File: config.mk
export PLATFORM = sky130hd
export DESIGN_NAME = ipc_frame_stream_deframer_unit_flat
export DESIGN_NICKNAME = d
export VERILOG_FILES = /design/src/rtl/ifsd_pkg.sv /design/src/rtl/ifsd_if.sv /design/src/rtl/ifsd_config_regs.sv /design/src/rtl/ifsd_hdr_check.sv /design/src/rtl/ifsd_parser.sv /design/src/rtl/ipc_frame_stream_deframer_unit.sv /design/src/flat_wrapper.sv
export SDC_FILE = /design/constraint.sdc
export NUM_CORES = 1
export LEC_CHECK = 0
export ABC_CLOCK_PERIOD_IN_PS = 17700
export BUFFER_PORTS_ARGS = -buffer_cell sky130_fd_sc_hd__buf_2
export CAP_MARGIN = 25
export CORE_MARGIN = 2
export CORE_UTILIZATION = 32
export DETAILED_ROUTE_END_ITERATION = 16
export GPL_TIMING_DRIVEN = 1
export PLACE_DENSITY = 0.51
export REMOVE_ABC_BUFFERS = 1
export SLEW_MARGIN = 20
export SYNTH_ARGS = -nofsm -noshare
export SYNTH_HDL_FRONTEND = slang
export SYNTH_HIERARCHICAL = 1
export SYNTH_SLANG_ARGS = --single-unit
File: constraint.sdc
create_clock -name clk -period 17.7 [get_ports clk]
set_input_delay 0.885 -clock clk [delete_from_list [all_inputs] [get_ports clk]]
set_output_delay 0.885 -clock clk [all_outputs]
set_load 0.02 [all_outputs]
File: src/rtl/ifsd_pkg.sv
// Package with shared types and constants of the IPC frame stream deframer.
`timescale 1ns / 1ps
`default_nettype none

package ifsd_pkg;

    localparam int HDR_BYTES = 32;
    localparam int HDR_BITS  = HDR_BYTES * 8;
    localparam int CNT_W     = $clog2(HDR_BYTES);
    localparam int CFG_IDX_W = 3;
    localparam int CFG_DAT_W = 32;

    localparam logic [15:0] HDR_LEN_VALUE = 16'(HDR_BYTES);

    localparam logic [CFG_IDX_W-1:0] CFG_MAGIC    = 3'd0;
    localparam logic [CFG_IDX_W-1:0] CFG_VERSION  = 3'd1;
    localparam logic [CFG_IDX_W-1:0] CFG_MAX_BODY = 3'd2;
    localparam logic [CFG_IDX_W-1:0] CFG_REQ_TYPE = 3'd3;
    localparam logic [CFG_IDX_W-1:0] CFG_RSP_TYPE = 3'd4;
    localparam logic [CFG_IDX_W-1:0] CFG_EVT_TYPE = 3'd5;
    localparam logic [CFG_IDX_W-1:0] CFG_CODEC    = 3'd6;

    localparam logic [1:0] KIND_HEADER = 2'd0;
    localparam logic [1:0] KIND_BODY   = 2'd1;
    localparam logic [1:0] KIND_REJECT = 2'd2;

    localparam logic [3:0] ERR_MAGIC     = 4'd0;
    localparam logic [3:0] ERR_VERSION   = 4'd1;
    localparam logic [3:0] ERR_HDR_LEN   = 4'd2;
    localparam logic [3:0] ERR_BODY_LEN  = 4'd3;
    localparam logic [3:0] ERR_TYPE      = 4'd4;
    localparam logic [3:0] ERR_CODEC     = 4'd5;
    localparam logic [3:0] ERR_FLAGS     = 4'd6;
    localparam logic [3:0] ERR_RESERVED  = 4'd7;
    localparam logic [3:0] ERR_CRC       = 4'd8;
    localparam logic [3:0] ERR_EVENT_ID  = 4'd9;
    localparam logic [3:0] ERR_ZERO_ID   = 4'd10;

    typedef struct packed {
        logic [31:0] magic_word;
        logic [15:0] protocol_version;
        logic [31:0] max_body_length;
        logic [7:0]  request_type_code;
        logic [7:0]  response_type_code;
        logic [7:0]  event_type_code;
        logic [7:0]  accepted_codec_code;
    } cfg_t;

    typedef struct packed {
        logic       pass;
        logic [3:0] err;
    } check_t;

    typedef struct packed {
        logic [1:0]  result_kind;
        logic [7:0]  body_byte;
        logic        frame_last;
        logic [7:0]  frame_type;
        logic [7:0]  frame_codec;
        logic [63:0] frame_request_id;
        logic [31:0] frame_body_length;
        logic [3:0]  error_code;
    } result_t;

endpackage

`default_nettype wire

File: src/rtl/ifsd_if.sv
// Stream interfaces for the input byte channel and the result channel.
`timescale 1ns / 1ps
`default_nettype none

interface ifsd_byte_if;
    logic       valid;
    logic       ready;
    logic [7:0] in_byte;

    modport source (output valid, output in_byte, input ready);
    modport sink (input valid, input in_byte, output ready);
endinterface

interface ifsd_result_if;
    logic        valid;
    logic        ready;
    logic [1:0]  result_kind;
    logic [7:0]  body_byte;
    logic        frame_last;
    logic [7:0]  frame_type;
    logic [7:0]  frame_codec;
    logic [63:0] frame_request_id;
    logic [31:0] frame_body_length;
    logic [3:0]  error_code;

    modport source (output valid, output result_kind, output body_byte, output frame_last,
                    output frame_type, output frame_codec, output frame_request_id,
                    output frame_body_length, output error_code, input ready);
    modport sink (input valid, input result_kind, input body_byte, input frame_last,
                  input frame_type, input frame_codec, input frame_request_id,
                  input frame_body_length, input error_code, output ready);
endinterface

`default_nettype wire

File: src/rtl/ifsd_config_regs.sv
// Configuration register file written through a plain write port.
`timescale 1ns / 1ps
`default_nettype none

module ifsd_config_regs
(
    input  wire logic                            clk,
    input  wire logic                            rst_n,
    input  wire logic                            cfg_wr_en,
    input  wire logic [ifsd_pkg::CFG_IDX_W-1:0]  cfg_index,
    input  wire logic [ifsd_pkg::CFG_DAT_W-1:0]  cfg_data,
    output ifsd_pkg::cfg_t                       cfg
);

    ifsd_pkg::cfg_t cfg_reg;
    ifsd_pkg::cfg_t cfg_next;

    always_comb
    begin
        cfg_next = cfg_reg;
        if (cfg_wr_en)
        begin
            case (cfg_index)
                ifsd_pkg::CFG_MAGIC:    cfg_next.magic_word          = cfg_data;
                ifsd_pkg::CFG_VERSION:  cfg_next.protocol_version    = cfg_data[15:0];
                ifsd_pkg::CFG_MAX_BODY: cfg_next.max_body_length     = cfg_data;
                ifsd_pkg::CFG_REQ_TYPE: cfg_next.request_type_code   = cfg_data[7:0];
                ifsd_pkg::CFG_RSP_TYPE: cfg_next.response_type_code  = cfg_data[7:0];
                ifsd_pkg::CFG_EVT_TYPE: cfg_next.event_type_code     = cfg_data[7:0];
                ifsd_pkg::CFG_CODEC:    cfg_next.accepted_codec_code = cfg_data[7:0];
                default:                cfg_next = cfg_reg;
            endcase
        end
    end

    always_ff @(posedge clk or negedge rst_n)
    begin
        if (!rst_n)
        begin
            cfg_reg <= '0;
        end
        else
        begin
            cfg_reg <= cfg_next;
        end
    end

    assign cfg = cfg_reg;

endmodule

`default_nettype wire

File: src/rtl/ifsd_hdr_check.sv
// Header field checks in priority order, giving the first failed check.
`timescale 1ns / 1ps
`default_nettype none

module ifsd_hdr_check
(
    input  wire logic [ifsd_pkg::HDR_BITS-1:0] header,
    input  wire ifsd_pkg::cfg_t                cfg,
    output ifsd_pkg::check_t                   status
);

    logic [31:0] magic;
    logic [15:0] version;
    logic [15:0] hdr_len;
    logic [31:0] body_size;
    logic [7:0]  mtype;
    logic [7:0]  codec;
    logic [15:0] flags;
    logic [63:0] req_id;
    logic [31:0] reserved_word;
    logic [31:0] crc_word;
    logic        is_event;
    logic        type_known;

    assign magic         = header[31:0];
    assign version       = header[47:32];
    assign hdr_len       = header[63:48];
    assign body_size     = header[95:64];
    assign mtype         = header[103:96];
    assign codec         = header[111:104];
    assign flags         = header[127:112];
    assign req_id        = header[191:128];
    assign reserved_word = header[223:192];
    assign crc_word      = header[255:224];

    assign is_event   = (mtype == cfg.event_type_code);
    assign type_known = (mtype == cfg.request_type_code) ||
                        (mtype == cfg.response_type_code) || is_event;

    always_comb
    begin
        status.pass = 1'b0;
        status.err  = ifsd_pkg::ERR_MAGIC;
        if (magic != cfg.magic_word)
        begin
            status.err = ifsd_pkg::ERR_MAGIC;
        end
        else if (version != cfg.protocol_version)
        begin
            status.err = ifsd_pkg::ERR_VERSION;
        end
        else if (hdr_len != ifsd_pkg::HDR_LEN_VALUE)
        begin
            status.err = ifsd_pkg::ERR_HDR_LEN;
        end
        else if (body_size > cfg.max_body_length)
        begin
            status.err = ifsd_pkg::ERR_BODY_LEN;
        end
        else if (!type_known)
        begin
            status.err = ifsd_pkg::ERR_TYPE;
        end
        else if (codec != cfg.accepted_codec_code)
        begin
            status.err = ifsd_pkg::ERR_CODEC;
        end
        else if (flags != 16'd0)
        begin
            status.err = ifsd_pkg::ERR_FLAGS;
        end
        else if (reserved_word != 32'd0)
        begin
            status.err = ifsd_pkg::ERR_RESERVED;
        end
        else if (crc_word != 32'd0)
        begin
            status.err = ifsd_pkg::ERR_CRC;
        end
        else if (is_event && (req_id != 64'd0))
        begin
            status.err = ifsd_pkg::ERR_EVENT_ID;
        end
        else if (!is_event && (req_id == 64'd0))
        begin
            status.err = ifsd_pkg::ERR_ZERO_ID;
        end
        else
        begin
            status.pass = 1'b1;
        end
    end

endmodule

`default_nettype wire

File: src/rtl/ifsd_parser.sv
// Frame parser: header shift register, byte count and body length tracking.
`timescale 1ns / 1ps
`default_nettype none

module ifsd_parser
(
    input  wire logic                          clk,
    input  wire logic                          rst_n,
    input  wire logic                          step,
    input  wire logic [7:0]                    data_byte,
    input  wire ifsd_pkg::cfg_t                cfg,
    output logic                               has_result,
    output ifsd_pkg::result_t                  result
);

    localparam int STORE_BITS = ifsd_pkg::HDR_BITS - 8;

    logic [STORE_BITS-1:0]          hdr_reg;
    logic [STORE_BITS-1:0]          hdr_next;
    logic [ifsd_pkg::CNT_W-1:0]     count_reg;
    logic [ifsd_pkg::CNT_W-1:0]     count_next;
    logic [31:0]                    remaining_reg;
    logic [31:0]                    remaining_next;
    logic [ifsd_pkg::HDR_BITS-1:0]  header;
    logic                           in_body;
    logic                           hdr_done;
    ifsd_pkg::check_t               status;

    // The completing byte joins the 31 stored bytes, so the header is checked on arrival.
    assign header   = {data_byte, hdr_reg};
    assign in_body  = (remaining_reg != 32'd0);
    assign hdr_done = (count_reg == ifsd_pkg::CNT_W'(ifsd_pkg::HDR_BYTES - 1));

    ifsd_hdr_check u_check
    (
        .header (header),
        .cfg    (cfg),
        .status (status)
    );

    always_comb
    begin
        hdr_next       = hdr_reg;
        count_next     = count_reg;
        remaining_next = remaining_reg;
        has_result     = 1'b0;
        result         = '0;
        if (in_body)
        begin
            remaining_next    = remaining_reg - 32'd1;
            has_result        = 1'b1;
            result.result_kind = ifsd_pkg::KIND_BODY;
            result.body_byte   = data_byte;
            result.frame_last  = (remaining_reg == 32'd1);
        end
        else
        begin
            hdr_next   = {data_byte, hdr_reg[STORE_BITS-1:8]};
            count_next = count_reg + 1'b1;
            if (hdr_done)
            begin
                has_result = 1'b1;
                if (status.pass)
                begin
                    remaining_next           = header[95:64];
                    result.result_kind       = ifsd_pkg::KIND_HEADER;
                    result.frame_last        = (header[95:64] == 32'd0);
                    result.frame_type        = header[103:96];
                    result.frame_codec       = header[111:104];
                    result.frame_request_id  = header[191:128];
                    result.frame_body_length = header[95:64];
                end
                else
                begin
                    result.result_kind = ifsd_pkg::KIND_REJECT;
                    result.frame_last  = 1'b1;
                    result.error_code  = status.err;
                end
            end
        end
    end

    always_ff @(posedge clk)
    begin
        if (step)
        begin
            hdr_reg <= hdr_next;
        end
    end

    always_ff @(posedge clk or negedge rst_n)
    begin
        if (!rst_n)
        begin
            count_reg     <= '0;
            remaining_reg <= '0;
        end
        else if (step)
        begin
            count_reg     <= count_next;
            remaining_reg <= remaining_next;
        end
    end

endmodule

`default_nettype wire

File: src/rtl/ipc_frame_stream_deframer_unit.sv
// Top level of the IPC frame stream deframer with input and result registers.
// An accepted byte is held in the input register, parsed from there, and any result is
// registered in the result register, where it is valid on the port. Throughput is one
// byte per cycle while results.ready lets the result register advance.
// Reset: rst_n clears the configuration registers, byte count, body length and valid flags.
`timescale 1ns / 1ps
`default_nettype none

module ipc_frame_stream_deframer_unit
(
    input  wire logic                            clk,
    input  wire logic                            rst_n,
    ifsd_byte_if.sink                            bytes,
    ifsd_result_if.source                        results,
    input  wire logic                            cfg_wr_en,
    input  wire logic [ifsd_pkg::CFG_IDX_W-1:0]  cfg_index,
    input  wire logic [ifsd_pkg::CFG_DAT_W-1:0]  cfg_data
);

    ifsd_pkg::cfg_t    cfg;
    ifsd_pkg::result_t result;
    ifsd_pkg::result_t result_reg;
    logic              has_result;
    logic              in_valid_reg;
    logic              in_valid_next;
    logic [7:0]        byte_reg;
    logic              out_valid_reg;
    logic              out_valid_next;
    logic              advance;
    logic              step;
    logic              accept;

    assign advance     = !out_valid_reg || results.ready;
    assign bytes.ready = !in_valid_reg || advance;
    assign accept      = bytes.valid && bytes.ready;
    assign step        = in_valid_reg && advance;

    ifsd_config_regs u_cfg
    (
        .clk       (clk),
        .rst_n     (rst_n),
        .cfg_wr_en (cfg_wr_en),
        .cfg_index (cfg_index),
        .cfg_data  (cfg_data),
        .cfg       (cfg)
    );

    ifsd_parser u_parser
    (
        .clk        (clk),
        .rst_n      (rst_n),
        .step       (step),
        .data_byte  (byte_reg),
        .cfg        (cfg),
        .has_result (has_result),
        .result     (result)
    );

    always_comb
    begin
        in_valid_next = in_valid_reg;
        if (accept)
        begin
            in_valid_next = 1'b1;
        end
        else if (step)
        begin
            in_valid_next = 1'b0;
        end
        out_valid_next = out_valid_reg;
        if (advance)
        begin
            out_valid_next = step && has_result;
        end
    end

    always_ff @(posedge clk or negedge rst_n)
    begin
        if (!rst_n)
        begin
            in_valid_reg  <= 1'b0;
            out_valid_reg <= 1'b0;
        end
        else
        begin
            in_valid_reg  <= in_valid_next;
            out_valid_reg <= out_valid_next;
        end
    end

    always_ff @(posedge clk)
    begin
        if (accept)
        begin
            byte_reg <= bytes.in_byte;
        end
        if (step && has_result)
        begin
            result_reg <= result;
        end
    end

    assign results.valid             = out_valid_reg;
    assign results.result_kind       = result_reg.result_kind;
    assign results.body_byte         = result_reg.body_byte;
    assign results.frame_last        = result_reg.frame_last;
    assign results.frame_type        = result_reg.frame_type;
    assign results.frame_codec       = result_reg.frame_codec;
    assign results.frame_request_id  = result_reg.frame_request_id;
    assign results.frame_body_length = result_reg.frame_body_length;
    assign results.error_code        = result_reg.error_code;

endmodule

`default_nettype wire
File: src/flat_wrapper.sv
// flat-port wrapper written by rule: the top's interface ports become plain ports
module ipc_frame_stream_deframer_unit_flat 
  (clk, rst_n, cfg_wr_en, cfg_index, cfg_data, bytes_valid, bytes_in_byte, bytes_ready, results_valid, results_result_kind, results_body_byte, results_frame_last, results_frame_type, results_frame_codec, results_frame_request_id, results_frame_body_length, results_error_code, results_ready);
  ifsd_byte_if bytes_i ();
  ifsd_result_if results_i ();
  input  wire logic clk;
  input  wire logic rst_n;
  input  wire logic cfg_wr_en;
  input  wire logic [ifsd_pkg::CFG_IDX_W-1:0] cfg_index;
  input  wire logic [ifsd_pkg::CFG_DAT_W-1:0] cfg_data;
  input wire logic [$bits(bytes_i.valid)-1:0] bytes_valid;
  input wire logic [$bits(bytes_i.in_byte)-1:0] bytes_in_byte;
  output wire logic [$bits(bytes_i.ready)-1:0] bytes_ready;
  output wire logic [$bits(results_i.valid)-1:0] results_valid;
  output wire logic [$bits(results_i.result_kind)-1:0] results_result_kind;
  output wire logic [$bits(results_i.body_byte)-1:0] results_body_byte;
  output wire logic [$bits(results_i.frame_last)-1:0] results_frame_last;
  output wire logic [$bits(results_i.frame_type)-1:0] results_frame_type;
  output wire logic [$bits(results_i.frame_codec)-1:0] results_frame_codec;
  output wire logic [$bits(results_i.frame_request_id)-1:0] results_frame_request_id;
  output wire logic [$bits(results_i.frame_body_length)-1:0] results_frame_body_length;
  output wire logic [$bits(results_i.error_code)-1:0] results_error_code;
  input wire logic [$bits(results_i.ready)-1:0] results_ready;
  assign bytes_i.valid = bytes_valid;
  assign bytes_i.in_byte = bytes_in_byte;
  assign bytes_ready = bytes_i.ready;
  assign results_valid = results_i.valid;
  assign results_result_kind = results_i.result_kind;
  assign results_body_byte = results_i.body_byte;
  assign results_frame_last = results_i.frame_last;
  assign results_frame_type = results_i.frame_type;
  assign results_frame_codec = results_i.frame_codec;
  assign results_frame_request_id = results_i.frame_request_id;
  assign results_frame_body_length = results_i.frame_body_length;
  assign results_error_code = results_i.error_code;
  assign results_i.ready = results_ready;
  ipc_frame_stream_deframer_unit u_core (.clk(clk), .rst_n(rst_n), .bytes(bytes_i), .results(results_i), .cfg_wr_en(cfg_wr_en), .cfg_index(cfg_index), .cfg_data(cfg_data));
endmodule
==> metrics.txt <==
# TYPE chip_impl_metric gauge
chip_impl_info{name="run_status",value="complete, no violations"} 1
chip_impl_metric{name="vias_in_the_first_global_route",unit=""} 12730
chip_impl_info{name="root_buffer",value="sky130_fd_sc_hd__clkbuf_16"} 1
chip_impl_metric{name="cts_setup_buffers",unit=""} 0
chip_impl_metric{name="whs",unit="ns"} 0.3396
chip_impl_metric{name="grt_start_max_net_pins",unit=""} 100
chip_impl_metric{name="placement.cell_area",unit="µm²"} 23610
chip_impl_metric{name="place.port_buffers",unit=""} 176
chip_impl_metric{name="syn-instance-count",unit=""} 1399
chip_impl_info{name="worst_path_cell_trace",value="nor4_1 -> nand4_1 -> nor3_4 -> inv_2 -> nor2_4 -> buf_4 -> buf_4 -> buf_16"} 1
chip_impl_metric{name="finalNetCount",unit=""} 1689
chip_impl_metric{name="finalSetupViolations",unit=""} 0
chip_impl_metric{name="slew_violations",unit=""} 0
chip_impl_metric{name="detailedRoute.firstIterationViolations",unit=""} 1066
chip_impl_metric{name="grt.total_usage",unit="%"} 15.48
chip_impl_metric{name="yosys_warnings",unit=""} 6
chip_impl_metric{name="largest_register_ff_count",unit=""} 248
chip_impl_metric{name="final.setup.tns",unit="ns"} 0
chip_impl_metric{name="io_pins",unit=""} 177
chip_impl_metric{name="routability_congestion_estimate",unit=""} 0.8019
chip_impl_metric{name="area_delta_synth_final",unit="%"} 17.78
chip_impl_metric{name="power_density",unit="nW/µm²"} 121.8
chip_impl_metric{name="clock_tree.htree_level_count",unit=""} 2
chip_impl_metric{name="critical_path_required",unit="ns"} 17.99
chip_impl_metric{name="seq_area_frac_synth",unit="%"} 70.22
chip_impl_metric{name="grt.overflow.total",unit=""} 0
chip_impl_metric{name="post_synth_num_cell_types",unit=""} 78
chip_impl_metric{name="postCtsHoldBufs",unit=""} 0
chip_impl_metric{name="clock_buffer_depth",unit=""} 3
chip_impl_metric{name="fin_crit_sh",unit="%"} 28.22
chip_impl_metric{name="postSynthRegisterBits",unit=""} 534
chip_impl_info{name="timing.critical_path.slowest_stage_cell",value="sky130_fd_sc_hd__nor4_1"} 1
chip_impl_info{name="ys.flop_type",value="sky130_fd_sc_hd__edfxtp_1"} 1
chip_impl_info{name="critPathLaunchType",value="flop"} 1
chip_impl_metric{name="drt-vias-per-instance",unit=""} 4.955
chip_impl_metric{name="crit_path_max_incr_delay",unit="ns"} 0.82
chip_impl_metric{name="floorplan.die.height",unit="µm"} 264.8
chip_impl_metric{name="routed_wire_length_per_instance",unit="µm"} 21.69
chip_impl_metric{name="drive_gt1_share",unit="%"} 23.95
chip_impl_metric{name="synth_enable_flop_cells",unit=""} 383
chip_impl_metric{name="die_w",unit="µm"} 264.8
chip_impl_info{name="grt_setup_unrepaired",value="no"} 1
chip_impl_metric{name="hold_viol_final",unit=""} 0
chip_impl_metric{name="finalCriticalPeriod",unit="ns"} 4.994
chip_impl_metric{name="path_max_fanout",unit=""} 46
chip_impl_metric{name="antenna_violations_before_repair",unit=""} 2
chip_impl_info{name="clock_tree_from_tritoncts",value="yes"} 1
chip_impl_metric{name="worst-endpoint-arrival",unit="ns"} 5.28
chip_impl_metric{name="detail-route-antenna-nets",unit=""} 0
chip_impl_metric{name="cap_violations",unit=""} 0
chip_impl_metric{name="clk_transition_reported_paths",unit="ns"} 0.06
chip_impl_metric{name="floorplan.initialDensity",unit="%"} 32.34
chip_impl_metric{name="total_power",unit="mW"} 3.122
chip_impl_metric{name="clk_latency",unit="ns"} 0.62
chip_impl_metric{name="via_count",unit=""} 12506
chip_impl_metric{name="drcViolationCount",unit=""} 0
chip_impl_info{name="worstSetupEndpointType",value="flop"} 1
chip_impl_metric{name="synth_area",unit="µm²"} 21760
chip_impl_metric{name="cts_resized",unit=""} 0
chip_impl_metric{name="fillerInstances",unit=""} 6312
chip_impl_metric{name="core-area",unit="µm²"} 67280
chip_impl_metric{name="wire_length_of_the_first_global_routing_pass",unit="µm"} 82020
chip_impl_metric{name="stdcell_area",unit="µm²"} 25630
chip_impl_metric{name="num_rows",unit=""} 95
chip_impl_metric{name="fmaxAchievable",unit="MHz"} 200.2
chip_impl_metric{name="post-route-util",unit="%"} 38.09
chip_impl_info{name="critical_path.most_common_cell",value="sky130_fd_sc_hd__buf_4"} 1
chip_impl_metric{name="syn-mean-instance-area",unit="µm²"} 15.55
chip_impl_metric{name="max_slew.worst_pin.slew",unit="ns"} 0.9410
chip_impl_metric{name="hpwl",unit="µm"} 37220
chip_impl_metric{name="finalWirelength",unit="µm"} 54740
chip_impl_info{name="min-delay-path-class",value="input pin to asynchronous set/reset pin"} 1
chip_impl_metric{name="ys_async_sr_fraction",unit="%"} 28.28
chip_impl_metric{name="dieArea",unit="µm²"} 70100
chip_impl_metric{name="max-slew-margin-rel",unit="%"} 36.58
chip_impl_metric{name="clock-skew-final",unit="ns"} 0.02590
chip_impl_metric{name="clock_sink_count",unit=""} 534
chip_impl_metric{name="vdd.ir_drop.worst",unit="mV"} 0.06740
chip_impl_info{name="worst-setup-path-type",value="flop to flop"} 1
chip_impl_metric{name="drt_first_pass_iters",unit=""} 5
chip_impl_metric{name="total_leakage_power",unit="nW"} 9.620
chip_impl_metric{name="cts_made_buffers",unit=""} 56
## final cells by class
| type | instances | area (µm²) | area share [%] |
|---|---|---|---|
| diodes | 2 | 5.005 | 0.01953 |
| clock buffers | 68 | 1476 | 5.761 |
| clock inverters | 37 | 479.2 | 1.870 |
| inverters | 46 | 172.7 | 0.6738 |
| multi-input cells | 769 | 6045 | 23.59 |
| flip-flops and latches | 534 | 15280 | 59.62 |
| well taps | 873 | 1092 | 4.262 |
| repair buffers | 195 | 1077 | 4.204 |
## per-stage QoR
| step | cells | setup WS, ns |
|---|---|---|
| 2_1_floorplan | 1349 | 3.952 |
| 3_3_place_gp | 2411 | 12.62 |
| 3_5_place_dp | 2413 | 12.69 |
| 4_1_cts | 2518 | 12.67 |
| 5_1_grt | 2522 | 12.41 |
| 6_report | 2524 | 12.71 |
## power by group
part / internal [mW] / total, mW / switching, mW
Sequential: 1.43 / 1.51 / 0.0711
Clock: 0.743 / 1.25 / 0.508
Combinational: 0.153 / 0.364 / 0.212
## critical path: cells and delay by family (launching register included)
family	cells	cell delay (ns)
flops	1	0.44
simple gates	4	2.22
buf+inv	4	1.95
## layout by cell type (no fill, tap or decap), types with 5 or more instances in the layout
cell type	instances
sky130_fd_sc_hd__nor3_1	21
sky130_fd_sc_hd__inv_1	45
sky130_fd_sc_hd__nand2b_1	5
sky130_fd_sc_hd__nand4_1	37
sky130_fd_sc_hd__nand3_1	20
sky130_fd_sc_hd__a31oi_1	7
sky130_fd_sc_hd__a311oi_1	7
sky130_fd_sc_hd__or3_1	10
sky130_fd_sc_hd__clkbuf_16	56
sky130_fd_sc_hd__ha_1	39
sky130_fd_sc_hd__buf_2	175
sky130_fd_sc_hd__bufinv_16	10
sky130_fd_sc_hd__xnor2_1	43
sky130_fd_sc_hd__and4_1	7
sky130_fd_sc_hd__xor2_1	40
sky130_fd_sc_hd__buf_4	14
sky130_fd_sc_hd__clkbuf_1	9
sky130_fd_sc_hd__clkinv_2	13
sky130_fd_sc_hd__a211oi_1	10
sky130_fd_sc_hd__o31ai_1	6
sky130_fd_sc_hd__and2_1	129
sky130_fd_sc_hd__mux2_1	32
sky130_fd_sc_hd__a21oi_1	23
sky130_fd_sc_hd__mux2_2	52
sky130_fd_sc_hd__nor2_1	38
sky130_fd_sc_hd__edfxtp_1	383
sky130_fd_sc_hd__nand2_1	34
sky130_fd_sc_hd__o21ai_0	19
sky130_fd_sc_hd__nor4_1	65
sky130_fd_sc_hd__dfrtp_1	151
sky130_fd_sc_hd__mux2_4	30
sky130_fd_sc_hd__clkinv_1	5
sky130_fd_sc_hd__o221ai_1	7
sky130_fd_sc_hd__and3_1	7
## layer usage
metal  track usage, %  wire (µm)  vias up
met1            21.60      24820     6345
li1                 -          -     5708
met4            4.627       1195        0
met2            24.59      25590      371
met5                0          0        -
met3            2.889       3137       82
## worst paths after layout
path | startpoint | end | slack (ns) | cells past startpoint
min | rst_n | u_core/u_cfg/cfg[17] | 0.34 | 1
max | u_core/u_parser/remaining_reg[9] | u_core/u_parser/hdr_reg[9] | 12.71 | 8
min in group clk | bytes_in_byte[2] | u_core/byte_reg[2] | 0.44 | 1
max in group asynchronous | rst_n | u_core/u_cfg/cfg[99] | 16.05 | 3
max reg2reg | u_core/u_parser/remaining_reg[9] | u_core/u_parser/hdr_reg[9] | 12.71 | 8
min reg2reg | u_core/u_parser/hdr_reg[225] | u_core/u_parser/hdr_reg[217] | 0.45 | 0
## cell families after synthesis
group / share of synthesized area [%]
and+or+nand+nor: 11.68
buffers and inverters: 2.248
DFF: 70.22
xor gates and xnor gates: 3.341
muxes: 6.463
AOI/OAI and AO/OA: 3.795
adders and majority gates: 2.243
## cells in the mapped netlist (all sizes together), types with 3 or more instances
library cell,count,area share [%]
nand4b,3,0.12
a31oi,7,0.20
nor2b,4,0.11
nor4,71,2.3
a2bb2oi,4,0.16
nand2b,5,0.14
buf,26,0.97
edfxtp,383,53
dfrtp,151,17
o21ai,20,0.46
nor3,22,0.56
o22ai,3,0.086
or4,5,0.19
a221o,3,0.14
nor4bb,3,0.14
inv,46,0.79
nand2,34,0.59
a41oi,3,0.12
nand4,38,1.1
and3,7,0.20
nand3,20,0.46
o31ai,6,0.21
o41ai,4,0.20
nor4b,5,0.27
and4,7,0.28
a21oi,24,0.57
xor2,40,1.6
ha,39,2.2
xnor2,43,1.7
nor2,39,0.67
nand3b,3,0.16
o221ai,7,0.28
clkbuf,24,0.49
mux2,114,6.4
a211oi,10,0.35
and2,131,3.8
or2,3,0.086
or3,10,0.29
a311oi,7,0.28
o211ai,3,0.10
Power figures use the tool's default switching activity.
